**src/rtl/core/bsm_pkg.sv**
```systemverilog
`default_nettype none
// ----------------------------------------------------------------------------
// bsm_pkg: bounding sphere merge shared definitions
// Widths, step counts and the controller/datapath command and status bundles.
// ----------------------------------------------------------------------------
package bsm_pkg;

	localparam int COORD_BITS = 32;
	localparam int RAD_BITS   = COORD_BITS - 1;
	localparam int DIFF_BITS  = COORD_BITS + 1;
	localparam int PROD_BITS  = 2 * DIFF_BITS;
	localparam int RADI_BITS  = PROD_BITS + 2;
	localparam int ROOT_BITS  = RADI_BITS / 2;
	localparam int REM_BITS   = ROOT_BITS + 4;
	localparam int Q_BITS     = COORD_BITS - 1;
	localparam int CNT_BITS   = 6;

	localparam logic [CNT_BITS-1:0] SQ_LAST   = CNT_BITS'(3);
	localparam logic [CNT_BITS-1:0] ROOT_LAST = CNT_BITS'(ROOT_BITS - 1);
	localparam logic [CNT_BITS-1:0] DIV_LAST  = CNT_BITS'(Q_BITS - 1);

	typedef enum logic [1:0] {
		AXIS_X,
		AXIS_Y,
		AXIS_Z
	} axis_t;

	typedef struct packed {
		logic  load;
		logic  sq_mul;
		logic  sq_acc;
		logic  root_init;
		logic  root_step;
		logic  classify;
		logic  div_step;
		logic  mul_axis;
		logic  upd_axis;
		logic  commit;
		logic  out_load;
		axis_t axis;
	} dp_cmd_t;

	typedef struct packed {
		logic skip_merge;
	} dp_sts_t;

endpackage : bsm_pkg
`default_nettype wire

```
**src/rtl/core/bsm_dp.sv**
```systemverilog
`default_nettype none
// ----------------------------------------------------------------------------
// bsm_dp: bounding sphere merge datapath
// Stored sphere, shared multiplier, bit-serial root and divider, result register.
// ----------------------------------------------------------------------------
module bsm_dp (
	input  wire logic                              clk,
	input  wire logic                              arst_n,
	input  wire bsm_pkg::dp_cmd_t                  cmd,
	output bsm_pkg::dp_sts_t                       sts,
	input  wire logic signed [bsm_pkg::COORD_BITS-1:0] in_x,
	input  wire logic signed [bsm_pkg::COORD_BITS-1:0] in_y,
	input  wire logic signed [bsm_pkg::COORD_BITS-1:0] in_z,
	input  wire logic [bsm_pkg::RAD_BITS-1:0]          in_radius,
	input  wire logic                              restart,
	output logic signed [bsm_pkg::COORD_BITS-1:0]      out_x,
	output logic signed [bsm_pkg::COORD_BITS-1:0]      out_y,
	output logic signed [bsm_pkg::COORD_BITS-1:0]      out_z,
	output logic [bsm_pkg::RAD_BITS-1:0]               out_radius,
	output logic                                   overlapped,
	output logic                                   already_inside,
	output logic                                   replaced
);
	import bsm_pkg::*;

	localparam logic signed [ROOT_BITS-1:0] V_MIN = -(ROOT_BITS'(1) <<< (COORD_BITS - 1));
	localparam logic signed [ROOT_BITS-1:0] V_MAX = (ROOT_BITS'(1) <<< (COORD_BITS - 1)) - 1;
	localparam logic [ROOT_BITS-1:0] RAD_MAX = ROOT_BITS'({RAD_BITS{1'b1}});

	logic signed [COORD_BITS-1:0] px_q, py_q, pz_q;
	logic [RAD_BITS-1:0]          rin_q;
	logic                         rst_q;
	logic signed [COORD_BITS-1:0] cx_q, cy_q, cz_q;
	logic [RAD_BITS-1:0]          rs_q;
	logic [PROD_BITS-1:0]         acc_q, prod_q;
	logic [RADI_BITS-1:0]         rad_q;
	logic [ROOT_BITS-1:0]         root_q;
	logic [REM_BITS-1:0]          rem_q;
	logic [ROOT_BITS-1:0]         drem_q;
	logic [Q_BITS-1:0]            q_q;
	logic                         rneg_q, ovl_q, ins_q, rep_q;

	logic signed [COORD_BITS-1:0] c_sel, p_sel;
	logic signed [DIFF_BITS-1:0]  dx, sum_cp;
	logic [DIFF_BITS-1:0]         dx_mag, mul_b;
	logic [PROD_BITS-1:0]         prod;
	logic [REM_BITS-1:0]          rem_sh, trial;
	logic                         root_ge;
	logic [COORD_BITS-1:0]        sum_r;
	logic                         rin_ge, rs_ge, ovl_c, rep_c, ins_c;
	logic [RAD_BITS-1:0]          rdiff;
	logic [ROOT_BITS:0]           r2;
	logic                         div_ge;
	logic signed [COORD_BITS-1:0] mid;
	logic [COORD_BITS-1:0]        off;
	logic signed [ROOT_BITS-1:0]  v_raw;
	logic signed [COORD_BITS-1:0] v_cl;
	logic [ROOT_BITS:0]           nr_sum;
	logic [ROOT_BITS-1:0]         nr;
	logic [RAD_BITS-1:0]          nr_sat;

	always_comb begin
		unique case (cmd.axis)
			AXIS_X: begin
				c_sel = cx_q;
				p_sel = px_q;
			end
			AXIS_Y: begin
				c_sel = cy_q;
				p_sel = py_q;
			end
			default: begin
				c_sel = cz_q;
				p_sel = pz_q;
			end
		endcase
	end

	assign dx     = DIFF_BITS'(c_sel) - DIFF_BITS'(p_sel);
	assign sum_cp = DIFF_BITS'(c_sel) + DIFF_BITS'(p_sel);
	assign dx_mag = dx[DIFF_BITS-1] ? DIFF_BITS'(-dx) : DIFF_BITS'(dx);
	assign mul_b  = cmd.mul_axis ? DIFF_BITS'(q_q) : dx_mag;
	assign prod   = PROD_BITS'(dx_mag) * PROD_BITS'(mul_b);

	// one root bit per step
	assign rem_sh  = {rem_q[REM_BITS-3:0], rad_q[RADI_BITS-1 -: 2]};
	assign trial   = REM_BITS'({root_q, 2'b01});
	assign root_ge = rem_sh >= trial;

	assign sum_r  = COORD_BITS'(rs_q) + COORD_BITS'(rin_q);
	assign rin_ge = rin_q >= rs_q;
	assign rs_ge  = rs_q >= rin_q;
	assign rdiff  = rin_ge ? rin_q - rs_q : rs_q - rin_q;
	assign ovl_c  = ROOT_BITS'(sum_r) >= root_q;
	assign rep_c  = rin_ge && (root_q <= ROOT_BITS'(rdiff));
	assign ins_c  = rs_ge && (root_q <= ROOT_BITS'(rdiff));
	assign sts.skip_merge = rst_q | rep_c | ins_c;

	// one quotient bit per step
	assign r2     = {drem_q, 1'b0};
	assign div_ge = r2 >= {1'b0, root_q};

	assign mid   = sum_cp[DIFF_BITS-1:1];
	assign off   = prod_q[2*COORD_BITS-1:COORD_BITS];
	assign v_raw = (dx[DIFF_BITS-1] ^ rneg_q) ? ROOT_BITS'(mid) - ROOT_BITS'(off)
	                                         : ROOT_BITS'(mid) + ROOT_BITS'(off);
	always_comb begin
		priority if (v_raw < V_MIN) begin
			v_cl = COORD_BITS'(V_MIN);
		end else if (v_raw > V_MAX) begin
			v_cl = COORD_BITS'(V_MAX);
		end else begin
			v_cl = COORD_BITS'(v_raw);
		end
	end

	assign nr_sum = (ROOT_BITS + 1)'(root_q) + (ROOT_BITS + 1)'(rs_q) + (ROOT_BITS + 1)'(rin_q);
	assign nr     = nr_sum[ROOT_BITS:1];
	assign nr_sat = (nr > RAD_MAX) ? RAD_BITS'(RAD_MAX) : RAD_BITS'(nr);

	// stored sphere
	always_ff @(posedge clk or negedge arst_n) begin
		if (!arst_n) begin
			cx_q <= '0;
			cy_q <= '0;
			cz_q <= '0;
			rs_q <= '0;
		end else begin
			if (cmd.upd_axis) begin
				unique case (cmd.axis)
					AXIS_X:  cx_q <= v_cl;
					AXIS_Y:  cy_q <= v_cl;
					default: cz_q <= v_cl;
				endcase
			end
			if (cmd.commit) begin
				if (rst_q || rep_q) begin
					cx_q <= px_q;
					cy_q <= py_q;
					cz_q <= pz_q;
					rs_q <= rin_q;
				end else if (!ins_q) begin
					rs_q <= nr_sat;
				end
			end
		end
	end

	always_ff @(posedge clk) begin
		if (cmd.load) begin
			px_q  <= in_x;
			py_q  <= in_y;
			pz_q  <= in_z;
			rin_q <= in_radius;
			rst_q <= restart;
			acc_q <= '0;
		end
		if (cmd.sq_mul || cmd.mul_axis) begin
			prod_q <= prod;
		end
		if (cmd.sq_acc) begin
			acc_q <= acc_q + prod_q;
		end
		if (cmd.root_init) begin
			rad_q  <= RADI_BITS'(acc_q);
			root_q <= '0;
			rem_q  <= '0;
		end
		if (cmd.root_step) begin
			rad_q  <= {rad_q[RADI_BITS-3:0], 2'b00};
			root_q <= {root_q[ROOT_BITS-2:0], root_ge};
			rem_q  <= root_ge ? rem_sh - trial : rem_sh;
		end
		if (cmd.classify) begin
			ovl_q  <= ovl_c;
			rep_q  <= rep_c;
			ins_q  <= ins_c && !rep_c;
			rneg_q <= rin_q > rs_q;
			drem_q <= ROOT_BITS'(rdiff);
			q_q    <= '0;
		end
		if (cmd.div_step) begin
			drem_q <= div_ge ? ROOT_BITS'(r2 - {1'b0, root_q}) : r2[ROOT_BITS-1:0];
			q_q    <= {q_q[Q_BITS-2:0], div_ge};
		end
		if (cmd.out_load) begin
			out_x          <= cx_q;
			out_y          <= cy_q;
			out_z          <= cz_q;
			out_radius     <= rs_q;
			overlapped     <= ovl_q & ~rst_q;
			already_inside <= ins_q & ~rst_q;
			replaced       <= rep_q & ~rst_q;
		end
	end

endmodule : bsm_dp
`default_nettype wire

```
**src/rtl/core/bsm_ctrl.sv**
```systemverilog
`default_nettype none
// ----------------------------------------------------------------------------
// bsm_ctrl: bounding sphere merge controller
// Sequences squaring, root, classify, divide, per-axis merge and result handoff.
// ----------------------------------------------------------------------------
module bsm_ctrl (
	input  wire logic             clk,
	input  wire logic             arst_n,
	input  wire logic             in_valid,
	output logic                  in_ready,
	output logic                  out_valid,
	input  wire logic             out_ready,
	input  wire bsm_pkg::dp_sts_t sts,
	output bsm_pkg::dp_cmd_t      cmd
);
	import bsm_pkg::*;

	typedef enum logic [3:0] {
		ST_IDLE,
		ST_SQ,
		ST_RINIT,
		ST_ROOT,
		ST_CLASS,
		ST_DIV,
		ST_MUL,
		ST_UPD,
		ST_COMMIT,
		ST_OUT
	} state_t;

	state_t              state_q;
	logic [CNT_BITS-1:0] cnt_q;
	logic                out_valid_q;
	logic                out_free;

	assign in_ready  = state_q == ST_IDLE;
	assign out_valid = out_valid_q;
	assign out_free  = !out_valid_q || out_ready;

	always_comb begin
		cmd           = '0;
		cmd.axis      = AXIS_X;
		cmd.load      = in_valid && in_ready;
		unique case (state_q)
			ST_SQ: begin
				cmd.sq_mul = cnt_q != SQ_LAST;
				cmd.sq_acc = cnt_q != '0;
				cmd.axis   = axis_t'(cnt_q[1:0]);
			end
			ST_RINIT:  cmd.root_init = 1'b1;
			ST_ROOT:   cmd.root_step = 1'b1;
			ST_CLASS:  cmd.classify  = 1'b1;
			ST_DIV:    cmd.div_step  = 1'b1;
			ST_MUL: begin
				cmd.mul_axis = 1'b1;
				cmd.axis     = axis_t'(cnt_q[1:0]);
			end
			ST_UPD: begin
				cmd.upd_axis = 1'b1;
				cmd.axis     = axis_t'(cnt_q[1:0]);
			end
			ST_COMMIT: cmd.commit   = 1'b1;
			ST_OUT:    cmd.out_load = out_free;
			default: ;
		endcase
	end

	always_ff @(posedge clk or negedge arst_n) begin
		if (!arst_n) begin
			state_q     <= ST_IDLE;
			cnt_q       <= '0;
			out_valid_q <= 1'b0;
		end else begin
			// drop the taken result unless a new one replaces it this cycle
			if (out_valid_q && out_ready && state_q != ST_OUT) begin
				out_valid_q <= 1'b0;
			end
			unique case (state_q)
				ST_IDLE: begin
					if (in_valid) begin
						state_q <= ST_SQ;
						cnt_q   <= '0;
					end
				end
				ST_SQ: begin
					cnt_q <= cnt_q + 1'b1;
					if (cnt_q == SQ_LAST) begin
						state_q <= ST_RINIT;
					end
				end
				ST_RINIT: begin
					state_q <= ST_ROOT;
					cnt_q   <= '0;
				end
				ST_ROOT: begin
					cnt_q <= cnt_q + 1'b1;
					if (cnt_q == ROOT_LAST) begin
						state_q <= ST_CLASS;
					end
				end
				ST_CLASS: begin
					cnt_q   <= '0;
					state_q <= sts.skip_merge ? ST_COMMIT : ST_DIV;
				end
				ST_DIV: begin
					cnt_q <= cnt_q + 1'b1;
					if (cnt_q == DIV_LAST) begin
						state_q <= ST_MUL;
						cnt_q   <= '0;
					end
				end
				ST_MUL: state_q <= ST_UPD;
				ST_UPD: begin
					cnt_q <= cnt_q + 1'b1;
					state_q <= (cnt_q == CNT_BITS'(AXIS_Z)) ? ST_COMMIT : ST_MUL;
				end
				ST_COMMIT: state_q <= ST_OUT;
				ST_OUT: begin
					if (out_free) begin
						out_valid_q <= 1'b1;
						state_q     <= ST_IDLE;
					end
				end
				default: state_q <= ST_IDLE;
			endcase
		end
	end

endmodule : bsm_ctrl
`default_nettype wire

```
**src/rtl/core/bounding_sphere_merge_unit.sv**
```systemverilog
`default_nettype none
// ----------------------------------------------------------------------------
// bounding_sphere_merge_unit: incremental bounding sphere merge, Q16.16
// Folds one input sphere per request into a running bounding sphere.
// ----------------------------------------------------------------------------
// One request at a time. A request starts with one shared 33x33 multiplier,
// used three times for the squared distance, and the bit-serial square
// root (34 steps, one root bit per cycle) that yields the center distance.
// When a real merge is needed, rather than a restart or one sphere that
// contains the other, the bit-serial divider (31 steps) forms the merge
// offset ratio and the multiplier is used three times more for the per-axis
// offsets. The next request can be accepted in the same cycle in which the
// result appears. in_ready is high only while the unit is idle. The result
// sits in its own output register, so the next request is accepted while
// the previous result still waits for out_ready; the unit stalls only if a
// new result is ready before the old one has been taken. After reset the
// stored sphere is the origin point of radius zero. With restart set the
// input becomes the new sphere and all three flags are zero.
// ----------------------------------------------------------------------------
module bounding_sphere_merge_unit (
	input  wire logic                                  clk,
	input  wire logic                                  arst_n,
	input  wire logic                                  in_valid,
	output logic                                       in_ready,
	input  wire logic signed [bsm_pkg::COORD_BITS-1:0] in_x,
	input  wire logic signed [bsm_pkg::COORD_BITS-1:0] in_y,
	input  wire logic signed [bsm_pkg::COORD_BITS-1:0] in_z,
	input  wire logic [bsm_pkg::RAD_BITS-1:0]          in_radius,
	input  wire logic                                  restart,
	output logic                                       out_valid,
	input  wire logic                                  out_ready,
	output logic signed [bsm_pkg::COORD_BITS-1:0]      out_x,
	output logic signed [bsm_pkg::COORD_BITS-1:0]      out_y,
	output logic signed [bsm_pkg::COORD_BITS-1:0]      out_z,
	output logic [bsm_pkg::RAD_BITS-1:0]               out_radius,
	output logic                                       overlapped,
	output logic                                       already_inside,
	output logic                                       replaced
);
	import bsm_pkg::*;

	dp_cmd_t cmd;
	dp_sts_t sts;

	// sequence the request through the datapath
	bsm_ctrl u_ctrl (
		.clk       (clk),
		.arst_n    (arst_n),
		.in_valid  (in_valid),
		.in_ready  (in_ready),
		.out_valid (out_valid),
		.out_ready (out_ready),
		.sts       (sts),
		.cmd       (cmd)
	);

	// hold the stored sphere and do the arithmetic
	bsm_dp u_dp (
		.clk            (clk),
		.arst_n         (arst_n),
		.cmd            (cmd),
		.sts            (sts),
		.in_x           (in_x),
		.in_y           (in_y),
		.in_z           (in_z),
		.in_radius      (in_radius),
		.restart        (restart),
		.out_x          (out_x),
		.out_y          (out_y),
		.out_z          (out_z),
		.out_radius     (out_radius),
		.overlapped     (overlapped),
		.already_inside (already_inside),
		.replaced       (replaced)
	);

endmodule : bounding_sphere_merge_unit
`default_nettype wire
```
**config.mk**
```make
export PLATFORM = sky130hd
export DESIGN_NAME = bounding_sphere_merge_unit
export DESIGN_NICKNAME = d
export VERILOG_FILES = /design/src/rtl/core/bsm_pkg.sv /design/src/rtl/core/bsm_dp.sv /design/src/rtl/core/bsm_ctrl.sv /design/src/rtl/core/bounding_sphere_merge_unit.sv
export SDC_FILE = /design/constraint.sdc
export NUM_CORES = 2
export LEC_CHECK = 0
export BUFFER_PORTS_ARGS = -buffer_cell sky130_fd_sc_hd__buf_2
export CORE_UTILIZATION = 45
export DETAILED_ROUTE_END_ITERATION = 6
export GPL_TIMING_DRIVEN = 0
export PLACE_DENSITY_LB_ADDON = 0.25
export SLEW_MARGIN = 0
export SYNTH_ARGS = -nofsm -noshare
export SYNTH_HDL_FRONTEND = slang
export SYNTH_SLANG_ARGS = --single-unit
```
**constraint.sdc**
```tcl
create_clock -name clk -period 37.3 [get_ports clk]
set_input_delay 1.865 -clock clk [delete_from_list [all_inputs] [get_ports clk]]
set_output_delay 1.865 -clock clk [all_outputs]
set_load 0.03 [all_outputs]
```
==> out/metrics.cfg <==
[floorplan]
dieArea_um2=189000
fp-row-count=158
coreArea_um2=186000
start_util_pct=45.4
io_pins=264
die_w_um=435
die_y_um=435

[finish]
final_cells=12000
fillers=17500
seq_area_um2=21400
multiInputGateArea_um2=57000
nNetsFinal=11300
final_layout_size_suffix_gt1_share_pct=5.95
syn2layout_area_growth_pct=9.72

[placement]
io_buffers=263
gp_congestion=1.07
post-place-ws_ns=17.49
dp.cells=11800
hpwl_um=276000

[timing]
period_share_pct=55.0
slew_viol_final=30
period_minus_slack_ns=20.53
tightest_slew_ns=1.56
setup_ws_ns=16.77
clock_skew_ns=0.0577
finalHoldViolations=0
slew_headroom_pct=-4.85
max_freq_mhz=48.7
totalNegativeSetupSlack_ns=0
rsz0062_at_grt=no
setup_viol=0

[detailed_routing]
vias=70900
drc=0
drt_iter0_markers=6527
wl_per_cell_um=27.5
vias_per_cell=5.91
wirelength_um=330000
first_pass_iters=7
antenna_left=0

[clock_tree]
cts_sinks=735
cts_buffers=81
cts.path.max_buffers=3
clk_pin_slew_ns=0.07
h-tree-depth=3
cts_tree=yes
clk_latency_ns=0.73
cts_hold_buf=0
root_buffer=clkbuf_16
cts_resized=0
cts_setup_buffers=0

[yosys]
synth-main-ff-cell=edfxtp_1
yosys_warnings=0
synth.top_cell.area_share_pct=23.6
synth_edf_count=595
synth-async-reset-ratio_pct=18.8
yosysSeqAreaShare_pct=25.3
synth_top_area_cell=fa_1
syn_area_per_cell_um2=9.35
synth_area_leaders=fa_1 (24%), edfxtp_1 (21%), ha_1 (10%)
ys_top_cells_by_count=inv_1 (1250), fa_1 (998), nand2_1 (939)
syn_area_um2=84500
synth_cells=9034
ys_seq_elements=735
synth_most_common_cell=inv_1
yosysUniqueCellTypes=96

[critical_path]
worstSetupEndpointType=flop
crit_required_ns=37.70
startpoint_type=flop
path_max_fanout=10
cp.arrival_ns=20.93
slowest_stage=o21ai_0
slowest_delay_ns=1.13
crit_type=reg2reg
cp_common_cell=fa_1

[hold_path]
hold_class=reg2reg

[global_routing]
grt_max_degree=91
grt_util_all_layers_pct=34.5
grt_pass1_wl_um=480000
grt_pass1_vias=72000
antenna_found_initial=23
grt.overflow.total=0

[job]
max_cap_viol_count=7

[outcome]
violations=capacitance limit, slew limit
status=complete, but fails checks

sequential cells by signal, summed over array words and instances, names as in the netlist, 32 cells and up:
| name | cells |
|---|---|
| u_dp.cx_q | 32 |
| u_dp.root_q | 34 |
| u_dp.out_y | 32 |
| u_dp.rem_q | 36 |
| u_dp.out_x | 32 |
| u_dp.py_q | 32 |
| u_dp.acc_q | 66 |
| u_dp.out_z | 32 |
| u_dp.cy_q | 32 |
| u_dp.px_q | 32 |
| u_dp.drem_q | 34 |
| u_dp.cz_q | 32 |
| u_dp.pz_q | 32 |
| u_dp.rad_q | 68 |
| u_dp.prod_q | 66 |
stage by stage:
| step | area [um2] | hold slack [ns] | utilization (%) |
|---|---|---|---|
| final | 92700 | 0.463 | 49.8 |
| after global routing | 92700 | 0.480 | 49.8 |
| after global placement | 89000 | 0.444 | 47.8 |
| after floorplan | 84500 | 0.425 | - |
| after CTS | 92600 | 0.467 | 49.8 |
| after detailed placement | 89900 | 0.452 | 48.3 |
critical path: cells and delay by family, from the launching register on:
| kind | cells | cell delay (ns) |
|---|---|---|
| AO/OA/AOI/OAI | 12 | 5.86 |
| adder cells (fa/ha/maj) | 10 | 4.83 |
| AND/OR/NAND/NOR | 8 | 3.57 |
| buffers and inverters | 8 | 3.53 |
| XOR/XNOR | 3 | 2.00 |
| flip-flops | 1 | 0.32 |
kinds of logic after synthesis:
family                     after synthesis  synth area share, %
and+or+nand+nor                       2431                 12.7
DFF                                    735                 25.3
buffers and inverters                 1689                 7.55
xor gates and xnor gates               430                 4.48
AOI/OAI and AO/OA                     1997                 15.4
muxes                                   61                0.740
other                                    2              0.00889
adders and majority gates             1689                 33.9
worst paths after layout:
path / cells past startpoint / startpoint / slack, ns / to
min in group asynchronous: 1 / arst_n / 1.12 / u_dp.rs_q[25]
worst min-delay path: 0 / u_dp.cx_q[20] / 0.46 / u_dp.out_x[20]
worst max register to register: 41 / u_ctrl.state_q[0] / 16.77 / u_dp.prod_q[64]
worst min register to register: 0 / u_dp.cx_q[20] / 0.46 / u_dp.out_x[20]
worst max-delay path: 41 / u_ctrl.state_q[0] / 16.77 / u_dp.prod_q[64]
max in group asynchronous: 2 / arst_n / 35.27 / u_dp.cy_q[27]
routing by layer:
metal,up-vias,track usage (%),part of all wire (%)
li1,31100,-,-
met2,3404,56.7,47
met1,35300,41.4,37
met5,-,0,0.0082
met4,4,23.9,8.2
met3,987,5.60,7.5
cells in the final DEF, fill, tap and decap left out, types with 32 or more instances in the layout:
master / n
fa_1: 998
nand3_1: 110
nor2_1: 802
buf_2: 282
nand4_1: 72
and3_1: 60
o21a_1: 67
edfxtp_1: 595
or3_1: 38
a21o_1: 235
nor2b_1: 69
nand2_1: 938
xor2_1: 165
o22ai_1: 38
o31ai_1: 32
dfrtp_1: 138
a21oi_1: 494
o21bai_1: 71
a22oi_1: 94
o211ai_1: 42
and2_1: 49
a31oi_1: 61
nand2b_1: 70
a211oi_1: 73
inv_1: 1249
o21ai_0: 430
clkbuf_16: 81
xnor2_1: 244
mux2i_1: 50
nor3_1: 111
ha_1: 690
a22o_1: 135
clkbuf_1: 402
layout make-up:
cell class	count	area share, %
antenna	10	0.0270
sequential	735	23.0
multi-input combinational	6623	61.5
clock inverter	42	0.571
buffer	435	1.80
tap	2480	3.35
timing repair buffer	310	2.21
inverter	1254	5.08
clock buffer	107	2.40
Power is left out: the tool's default activity adds up to more than one toggle a clock period on the data nets, which glitch-free logic cannot reach.
